$ cat config.mk
export PLATFORM = sky130hd
export DESIGN_NAME = i2c_codec_register_writer
export DESIGN_NICKNAME = d
export VERILOG_FILES = /design/src/hw/rtl/i2cw_pkg.sv /design/src/hw/rtl/i2cw_sequencer.sv /design/src/hw/rtl/i2c_codec_register_writer.sv
export SDC_FILE = /design/constraint.sdc
export NUM_CORES = 1
export LEC_CHECK = 0
export BUFFER_PORTS_ARGS = -buffer_cell sky130_fd_sc_hd__clkbuf_2
export CORE_MARGIN = 10
export CORE_UTILIZATION = 50
export DETAILED_ROUTE_END_ITERATION = 8
export GPL_TIMING_DRIVEN = 0
export PLACE_DENSITY = 0.78
export RECOVER_POWER = 50
export SKIP_CTS_REPAIR_TIMING = 1
export SLEW_MARGIN = 10
export SYNTH_ARGS = -nofsm -noshare
export SYNTH_HDL_FRONTEND = slang
export SYNTH_SLANG_ARGS = --single-unit
$ cat constraint.sdc
create_clock -name clock -period 2.9 [get_ports clock]
set_input_delay 0.145 -clock clock [delete_from_list [all_inputs] [get_ports clock]]
set_output_delay 0.145 -clock clock [all_outputs]
set_load 0.02 [all_outputs]
$ cat src/hw/rtl/i2cw_pkg.sv
// Shared types and constants for the I2C codec register writer.
`default_nettype none
package i2cw_pkg;

   localparam int HOLD_W  = 16;
   localparam int DEV_W   = 8;
   localparam int FRAME_W = 24;
   localparam int CSR_W   = 16;

   localparam logic [DEV_W-1:0]  DEV_BYTE_RESET    = 8'h34;
   localparam logic [HOLD_W-1:0] PHASE_TICKS_RESET = 16'd900;

   // register indexes on the csr port
   localparam logic CSR_DEVICE_WRITE_BYTE = 1'b0;
   localparam logic CSR_PHASE_TICKS       = 1'b1;

   // result word of one item
   typedef struct packed {
      logic       scl_out;
      logic       sda_out;
      logic       sda_released;
      logic       busy_res;
      logic       accepted;
      logic       done_res;
      logic [2:0] ack_fail;
   } result_type;

   // one input word as seen by the sequencer
   typedef struct packed {
      logic       command;
      logic [6:0] reg_addr;
      logic [8:0] reg_data;
      logic       sda_in;
   } item_type;

endpackage
`default_nettype wire

$ cat src/hw/rtl/i2cw_sequencer.sv
// Bus phase sequencer: line levels, hold counter, frame shifter and ack flags.
`default_nettype none
module i2cw_sequencer (
   input  wire logic                       clock,
   input  wire logic                       reset,
   input  wire logic                       step,
   input  wire i2cw_pkg::item_type         item,
   input  wire logic [i2cw_pkg::DEV_W-1:0]  device_write_byte,
   input  wire logic [i2cw_pkg::HOLD_W-1:0] phase_ticks,
   output      i2cw_pkg::result_type       result
);
   import i2cw_pkg::*;

   typedef enum logic [1:0] {
      SEQ_IDLE,
      SEQ_START,
      SEQ_BITS,
      SEQ_STOP
   } seq_state_type;

   localparam logic [3:0] ACK_SLOT  = 4'd8;
   localparam logic [1:0] LAST_BYTE = 2'd2;
   localparam logic [1:0] START_END = 2'd3;
   localparam logic [1:0] SUB_END   = 2'd2;

   seq_state_type      state_ff, state_in;
   logic [1:0]         sub_ff, sub_in;
   logic [3:0]         bit_ff, bit_in;
   logic [1:0]         byte_ff, byte_in;
   logic [HOLD_W-1:0]  hold_ff, hold_in;
   logic [FRAME_W-1:0] frame_ff, frame_in;
   logic [2:0]         ack_ff, ack_in;
   logic               scl_ff, scl_in;
   logic               sda_ff, sda_in;
   logic               rel_ff, rel_in;
   logic               accepted;
   logic               done;
   logic [HOLD_W-1:0]  hold_load;

   assign hold_load = (phase_ticks == '0) ? HOLD_W'(1) : phase_ticks;

   always_comb begin
      state_in = state_ff;
      sub_in   = sub_ff;
      bit_in   = bit_ff;
      byte_in  = byte_ff;
      hold_in  = hold_ff;
      frame_in = frame_ff;
      ack_in   = ack_ff;
      scl_in   = scl_ff;
      sda_in   = sda_ff;
      rel_in   = rel_ff;
      accepted = 1'b0;
      done     = 1'b0;
      if (step) begin
         if (item.command) begin
            if (state_ff == SEQ_IDLE) begin
               frame_in = {device_write_byte, item.reg_addr, item.reg_data};
               ack_in   = '0;
               state_in = SEQ_START;
               sub_in   = '0;
               bit_in   = '0;
               byte_in  = '0;
               hold_in  = hold_load;
               sda_in   = 1'b1;
               rel_in   = 1'b0;
               accepted = 1'b1;
            end
         end else if (state_ff != SEQ_IDLE) begin
            if (hold_ff > HOLD_W'(1)) begin
               hold_in = hold_ff - HOLD_W'(1);
            end else begin
               hold_in = hold_load;
               unique case (state_ff)
                  SEQ_START: begin
                     if (sub_ff != START_END) begin
                        sub_in = sub_ff + 2'd1;
                        unique case (sub_ff)
                           2'd0:    scl_in = 1'b1;
                           2'd1:    sda_in = 1'b0;
                           default: scl_in = 1'b0;
                        endcase
                     end else begin
                        // first data bit of the device byte
                        state_in = SEQ_BITS;
                        sub_in   = '0;
                        bit_in   = '0;
                        byte_in  = '0;
                        sda_in   = frame_ff[FRAME_W-1];
                        rel_in   = 1'b0;
                        frame_in = {frame_ff[FRAME_W-2:0], 1'b0};
                     end
                  end
                  SEQ_BITS: begin
                     // ack sampled at the end of the SCL-high phase
                     if (bit_ff == ACK_SLOT && sub_ff == 2'd1 && item.sda_in) begin
                        ack_in = ack_ff | (3'b001 << byte_ff);
                     end
                     if (sub_ff != SUB_END) begin
                        sub_in = sub_ff + 2'd1;
                        scl_in = (sub_ff == 2'd0);
                     end else if (bit_ff != ACK_SLOT) begin
                        sub_in = '0;
                        bit_in = bit_ff + 4'd1;
                        if (bit_ff + 4'd1 == ACK_SLOT) begin
                           sda_in = 1'b1;
                           rel_in = 1'b1;
                        end else begin
                           sda_in   = frame_ff[FRAME_W-1];
                           rel_in   = 1'b0;
                           frame_in = {frame_ff[FRAME_W-2:0], 1'b0};
                        end
                     end else if (byte_ff != LAST_BYTE) begin
                        sub_in   = '0;
                        bit_in   = '0;
                        byte_in  = byte_ff + 2'd1;
                        sda_in   = frame_ff[FRAME_W-1];
                        rel_in   = 1'b0;
                        frame_in = {frame_ff[FRAME_W-2:0], 1'b0};
                     end else begin
                        state_in = SEQ_STOP;
                        sub_in   = '0;
                        scl_in   = 1'b0;
                        sda_in   = 1'b0;
                        rel_in   = 1'b0;
                     end
                  end
                  SEQ_STOP: begin
                     if (sub_ff != SUB_END) begin
                        sub_in = sub_ff + 2'd1;
                        if (sub_ff == 2'd0) begin
                           scl_in = 1'b1;
                        end else begin
                           sda_in = 1'b1;
                        end
                     end else begin
                        state_in = SEQ_IDLE;
                        hold_in  = '0;
                        done     = 1'b1;
                     end
                  end
                  default: begin
                     hold_in = hold_ff;
                  end
               endcase
            end
         end
      end
   end

   always_ff @(posedge clock) begin
      if (reset) begin
         state_ff <= SEQ_IDLE;
         sub_ff   <= '0;
         bit_ff   <= '0;
         byte_ff  <= '0;
         hold_ff  <= '0;
         frame_ff <= '0;
         ack_ff   <= '0;
         scl_ff   <= 1'b1;
         sda_ff   <= 1'b1;
         rel_ff   <= 1'b0;
      end else begin
         state_ff <= state_in;
         sub_ff   <= sub_in;
         bit_ff   <= bit_in;
         byte_ff  <= byte_in;
         hold_ff  <= hold_in;
         frame_ff <= frame_in;
         ack_ff   <= ack_in;
         scl_ff   <= scl_in;
         sda_ff   <= sda_in;
         rel_ff   <= rel_in;
      end
   end

   always_comb begin
      result.scl_out      = scl_in;
      result.sda_out      = sda_in;
      result.sda_released = rel_in;
      result.busy_res     = (state_in != SEQ_IDLE);
      result.accepted     = accepted;
      result.done_res     = done;
      result.ack_fail     = ack_in;
   end

endmodule
`default_nettype wire

$ cat src/hw/rtl/i2c_codec_register_writer.sv
// Top level: input register, csr registers, sequencer and result register.
// An input-register word's result word is written into the result register on advance.
// Throughput: one word per cycle unless stalled; sequencer state advances once per word.
// The input register frees when the result register is empty or being taken.
// Reset (synchronous, active high): bus idle with SCL and SDA high, no write
// in progress, ack flags clear, device byte 0x34 and phase hold 900 ticks.
`default_nettype none
module i2c_codec_register_writer (
   input  wire logic                       clock,
   input  wire logic                       reset,
   input  wire logic                       req_valid,
   output      logic                       req_stall,
   input  wire logic                       req_command,
   input  wire logic [6:0]                 req_reg_addr,
   input  wire logic [8:0]                 req_reg_data,
   input  wire logic                       req_sda_in,
   output      logic                       rsp_valid,
   input  wire logic                       rsp_stall,
   output      logic                       rsp_scl_out,
   output      logic                       rsp_sda_out,
   output      logic                       rsp_sda_released,
   output      logic                       rsp_busy_res,
   output      logic                       rsp_accepted,
   output      logic                       rsp_done_res,
   output      logic [2:0]                 rsp_ack_fail,
   input  wire logic                       csr_write_enable,
   input  wire logic                       csr_index,
   input  wire logic [i2cw_pkg::CSR_W-1:0] csr_write_data
);
   import i2cw_pkg::*;

   logic              in_valid_ff;
   item_type          item_ff;
   logic              out_valid_ff;
   result_type        result_ff;
   result_type        result_in;
   logic [DEV_W-1:0]  dev_byte_ff;
   logic [HOLD_W-1:0] phase_ticks_ff;
   logic              advance;

   assign advance   = in_valid_ff && (!out_valid_ff || !rsp_stall);
   assign req_stall = in_valid_ff && !advance;

   // control registers
   always_ff @(posedge clock) begin
      if (reset) begin
         in_valid_ff    <= 1'b0;
         out_valid_ff   <= 1'b0;
         dev_byte_ff    <= DEV_BYTE_RESET;
         phase_ticks_ff <= PHASE_TICKS_RESET;
      end else begin
         if (!req_stall) begin
            in_valid_ff <= req_valid;
         end
         if (advance) begin
            out_valid_ff <= 1'b1;
         end else if (!rsp_stall) begin
            out_valid_ff <= 1'b0;
         end
         if (csr_write_enable) begin
            unique case (csr_index)
               CSR_DEVICE_WRITE_BYTE: dev_byte_ff    <= csr_write_data[DEV_W-1:0];
               CSR_PHASE_TICKS:       phase_ticks_ff <= csr_write_data[HOLD_W-1:0];
               default:               dev_byte_ff    <= dev_byte_ff;
            endcase
         end
      end
   end

   // payload registers
   always_ff @(posedge clock) begin
      if (!req_stall && req_valid) begin
         item_ff <= '{command:  req_command,
                      reg_addr: req_reg_addr,
                      reg_data: req_reg_data,
                      sda_in:   req_sda_in};
      end
      if (advance) begin
         result_ff <= result_in;
      end
   end

   i2cw_sequencer u_sequencer (
      .clock             (clock),
      .reset             (reset),
      .step              (advance),
      .item              (item_ff),
      .device_write_byte (dev_byte_ff),
      .phase_ticks       (phase_ticks_ff),
      .result            (result_in)
   );

   assign rsp_valid        = out_valid_ff;
   assign rsp_scl_out      = result_ff.scl_out;
   assign rsp_sda_out      = result_ff.sda_out;
   assign rsp_sda_released = result_ff.sda_released;
   assign rsp_busy_res     = result_ff.busy_res;
   assign rsp_accepted     = result_ff.accepted;
   assign rsp_done_res     = result_ff.done_res;
   assign rsp_ack_fail     = result_ff.ack_fail;

endmodule
`default_nettype wire

-- Yosys cells after proc, flatten, opt, wreduce, memory -nomap -nowiden
Cells that the tools add are included.
Widths: inputs -> output; s select.
- add/subtract/negate cells: 4
- magnitude comparators: 1
- eq/ne operators: 20
- shift-type cells: 1
- multiplexer cells: 100
- bitwise logic cells: 4
- reduce and logical (&&, ||, !) cells: 28
- operators by type and width (cell ; number):
    $mux 24 ; 9
    $mux 16 ; 6
    $mux 2 ; 24
    $pmux 24 s2 ; 1
    $mux 1 ; 36
    $mux 4 ; 8
    $pmux 16 s2 ; 1
    $mux 3 ; 7
    $reduce_and 9->1 ; 2
    $gt 16x1->1 const B ; 1
    $logic_not 16->1 ; 1
    $sub 16x1->16 const B ; 1
    $pmux 2 s3 ; 2
    $ne 3x3->1 const B ; 3
    $eq 4x4->1 const B ; 2
    $ne 2x2->1 const B ; 4
    $ne 4x4->1 const B ; 2
    $pmux 4 s2 ; 1
    $reduce_and 8->1 ; 1
    $reduce_bool 4->1 ; 2
    $ne 3x2->1 const B ; 2
    $pmux 1 s3 ; 2
    $reduce_and 6->1 ; 1
    $reduce_bool 2->1 ; 3
    20 further kinds ; 36
- register bits: 109
- input bits: 40
- output and inout bits: 11
- logic and storage cells: 183

-- Logic depth before layout (Yosys ltp)
- depth after elaboration: 10
- depth in mapped cells: 9
- mapped depth without buffers: 8

-- Modules after synthesis
From an unflattened synthesis, not the netlist that was laid out.
- cells, all modules: 613
- area, all modules: 5821.8 µm²
- modules (own cells, without submodules) (module ; instances ; cells each ; area an instance (µm²) ; sequential area each (µm²)):
    i2cw_sequencer ; 1 ; 487 ; 3935.0 ; 1121.1
    i2c_codec_register_writer ; 1 ; 126 ; 1886.8 ; 1331.3

-- Least setup slack after synthesis
No wires, ideal clock.
- path type: register -> register
- from: reg u_sequencer.state_ff[0]
- to: reg u_sequencer.frame_ff[10]
- library setup time: 134 ps
- data arrival time: 2221 ps
- required time: 2766 ps
- path slack: 545 ps
- stages on the path, launching flop included: 10
- path buffers: 1
- period minus slack after synthesis: 2355 ps
- cell sequence: dfxtp_1 inv_1 ha_1 inv_1 ha_1 or3_1 nor4_2 a21o_1 buf_2 a211oi_1
- word-level cells in the longest chain between the ends: 5
- elaborated cells on any way between the ends: 16
- classes of those cells: 7 x eq/ne; 4 x mux; 5 x reduce/logical
- RTL lines (item ; RTL line ; RTL):
    start, declared ; i2cw_sequencer.sv:26 ; seq_state_type state_ff, state_in;
    start signal, assigned ; i2cw_sequencer.sv:164 ; state_ff <= state_in;
    $eq 2x2->1 or $eq 2x1->1 (tied branches) ; i2cw_sequencer.sv:74 ; unique case (state_ff)
    $pmux 24 s2 ; i2cw_sequencer.sv:74 ;
    $mux 24 ; i2cw_sequencer.sv:70 ; if (hold_ff > HOLD_W'(1)) begin
    $mux 24 ; i2cw_sequencer.sv:69 ; end else if (state_ff != SEQ_IDLE) begin
    $mux 24 ; i2cw_sequencer.sv:56 ; if (item.command) begin
    end signal, assigned ; i2cw_sequencer.sv:169 ; frame_ff <= frame_in;
    end, declared ; i2cw_sequencer.sv:31 ; logic [FRAME_W-1:0] frame_ff, frame_in;
Several ways; a longest one is shown, not always the timed one. The select of a mux whose other input is x is not followed.
A chain may end at the register's enable or synchronous reset.

-- Worst setup path after layout
- from: reg u_sequencer.state_ff[0]
- to: reg u_sequencer.frame_ff[15]
The elaborated chain is that of the path after synthesis.

==> reports/results.txt <==
Slew headroom = 36.8%
total of max-cap violations = 0
Crit path largest cell delay = 0.40 ns
# fillers = 903
die width = 125 um
Max Freq = 0.371 GHz
core box area = 0.0108 sq mm
type of element capturing the critical path = register
Clock Latency Late Sink = 0.39 ns
Largest delay share family, worst path = simple AND/OR/NAND/NOR gates
per-cell routed wire length = 17.6 um
P_leak = 2.41 nW
failing checks = negative hold slack
NumNets Final = 744
DRT Pass-1 Iters = 5
cell type of the slowest stage on the worst timing path = dfxtp_1
FFs w/ async S/R, synth = 0%
FF-to-FF Start = u_sequencer.state_ff[0]
CTS Buf Count = 9
initial antenna violation count = 0
Buf/Inv on CP = 4
largest net degree at the start of global routing = 19
Levels on crit path = 10
status = finished with violations
Worst IR Drop VDD = 0.000352 V
Hold Path Origin = req_valid
Reg2Reg Setup Slack = 0.20 ns
Post-Place Cells = 780
# rows = 38
worst-path cell chain = inv_1, ha_1, clkbuf_1, nor2b_1, or3_1, nor4_4, buf_4, a21o_1, buf_2, a211oi_1
worst reg-to-reg path cell count = 10
Post-Layout Cell Count = 829
CTS root buf = clkbuf_8
Clk pin slew, worst setup/hold paths = 0.11 ns
Post-Route Skew = 0.0101 ns
vias in the first global route = 4750
Syn Inst Count = 589
sequential cell area = 0.00245 sq mm
Req. time, crit path = 3.16 ns
Final HPWL DP = 10.4 mm
All-Layer GR Usage = 17.5%
Worst Setup SP = u_sequencer.state_ff[0]
Critical Path End = u_sequencer.frame_ff[15]
Post-Syn Nets = 649
Synth Flop Type = dfxtp_1
DRT iter0 DRCs = 318
vias per cell = 5.97
HP Class = in -> reg
die height = 125 um
Ports = 51
PwrDens = 531 mW/mm^2
post-synthesis cell type count = 71
share of cells above drive strength 1 = 12.2%
clk sinks = 109
Power Total = 0.00344 W
fin crit share = 93.0%
grt ovf = 0
YS warnings = 0
Initial Utilization = 51.0%
crit path launch type = register
Post-Synthesis Cell Area = 0.00551 sq mm
Hold Fails Final Rpt = 1
crit path max fanout = 10
first-pass GRT wire length = 23.2 mm
critical path type = reg -> reg
Hold Slack = -0.0176 ns
Critical Path AT = 2.96 ns
antenna-violating nets left = 0
CTS tree = built
commonest non-fill, non-tap cell in the layout = dfxtp_1
max-slew violations = 0
ant diodes = 0
worst slew pin tran = 0.948 ns
IO Port Bufs = 50
Worst R2R End = u_sequencer.frame_ff[15]
Routed WL = 14.6 mm
Multi-input gate area = 0.00280 sq mm
register area share after synthesis = 44.5%
minimum clock period = 2.70 ns
Vias = 4950
DIE AREA = 0.0156 sq mm
clock buffer depth = 2
synthesis-stage register bit count = 109
EDFF count, synth = 27
DR DRC count = 0
RSZ-0062 raised after global routing = false
commonest cells after routing, fill and taps aside = 82 x dfxtp_1, 73 x nand2_1, 50 x a211oi_1
final setup vio count = 0
Syn Area/Cell = 9.35 sq um
H-tree levels = 3
GPL Wtd Cong = 0.924
synthesis-to-layout area growth = 17.7%
area by class of cell:
class                           instances  share of cell area, %
Multi-Input combinational cell        415                   43.2
Sequential cell                       109                   37.8
Timing Repair Buffer                   84                   8.71
Tap cell                              140                   2.70
Buffer                                 40                   2.68
Clock buffer                           10                   1.97
Clock inverter                          6                   1.47
Inverter                               25                   1.45
worst min-delay path by stage:
stage | end | depth (start not counted)
final | in_valid_ff | 3
after global routing | in_valid_ff | 3
after CTS | item_ff[0] | 1
after detailed placement | item_ff[9] | 1
after global placement | item_ff[10] | 1
after floorplan | item_ff[0] | 0
worst register-to-register path, cell delays in order, from the launching register on:
cell and delay [ns]:
dfxtp_1 0.40, inv_1 0.11, ha_1 0.20, clkbuf_1 0.23, nor2b_1 0.22, or3_1 0.38
nor4_4 0.21, buf_4 0.19, a21o_1 0.23, buf_2 0.27, a211oi_1 0.12
metal layers:
metal / GRT usage [%] / share of wire (%)
met3: 3.93 / 7.1
met2: 29.1 / 49
met1: 21.5 / 42
met4: 7.45 / 2.2
met5: 0 / 0
sequential cells by signal, indices dropped and copies added, names as in the netlist, 2 cells and up:
name                  count
dev_byte_ff               8
item_ff                  18
phase_ticks_ff           16
rsp_ack_fail              3
u_sequencer.ack_ff        3
u_sequencer.bit_ff        4
u_sequencer.byte_ff       2
u_sequencer.frame_ff     24
u_sequencer.hold_ff      16
u_sequencer.state_ff      2
u_sequencer.sub_ff        2
Yosys cell counts (all sizes together) (3+ instances only):
| library cell | instances | area share [%] |
|---|---|---|
| a311oi | 3 | 0.48 |
| o21ai | 15 | 1.4 |
| ha | 20 | 4.5 |
| a21oi | 41 | 3.7 |
| o32ai | 10 | 1.6 |
| nor2b | 12 | 1.4 |
| nand3b | 10 | 1.4 |
| buf | 13 | 1.4 |
| nand2b | 4 | 0.45 |
| clkbuf | 27 | 1.8 |
| edfxtp | 27 | 15 |
| mux2i | 26 | 4.7 |
| a32o | 3 | 0.55 |
| a22oi | 7 | 0.95 |
| inv | 25 | 1.7 |
| nor4b | 3 | 0.59 |
| nand2 | 74 | 5.1 |
| a211oi | 50 | 6.8 |
| or3 | 8 | 0.91 |
| nand3 | 14 | 1.5 |
| nand4 | 5 | 0.57 |
| nor2 | 30 | 2.0 |
| nor4 | 12 | 2.0 |
| a31oi | 5 | 0.57 |
| dfxtp | 82 | 30 |
| and2 | 4 | 0.48 |
| nor3 | 10 | 1.0 |
| or4 | 6 | 0.91 |
| a21o | 4 | 0.55 |
kinds of logic after synthesis:
family | after synthesis | share of synthesized area (%)
muxes | 27 | 4.93
buffers and inverters | 65 | 4.95
AOI/OAI and AO/OA | 161 | 20.5
and+or+nand+nor | 203 | 19.9
xor gates and xnor gates | 4 | 0.636
DFF | 109 | 44.5
adders and majority gates | 20 | 4.54
per-stage QoR:
step	setup slack [ns]	TNS (ns)	util (%)	hold WS, ns	area (sq um)
floorplan	0.545	0	-	0.244	5510
global placement	0.0715	0	55.0	0.322	5930
detailed placement	0.0291	0	55.1	0.324	5950
CTS	-0.0438	-0.518	57.2	-0.0823	6170
global route	0.00890	0	60.0	0.00693	6480
finish	0.203	0	60.0	-0.0176	6480
power by group:
group | leakage (nW) | switching, W | internal (W)
Combinational | 1.39 | 0.000424 | 0.000278
Clock | 0.105 | 0.000556 | 0.000496
Sequential | 0.922 | 0.0000569 | 0.00163
No activity file was read; power rests on OpenSTA's default activity.
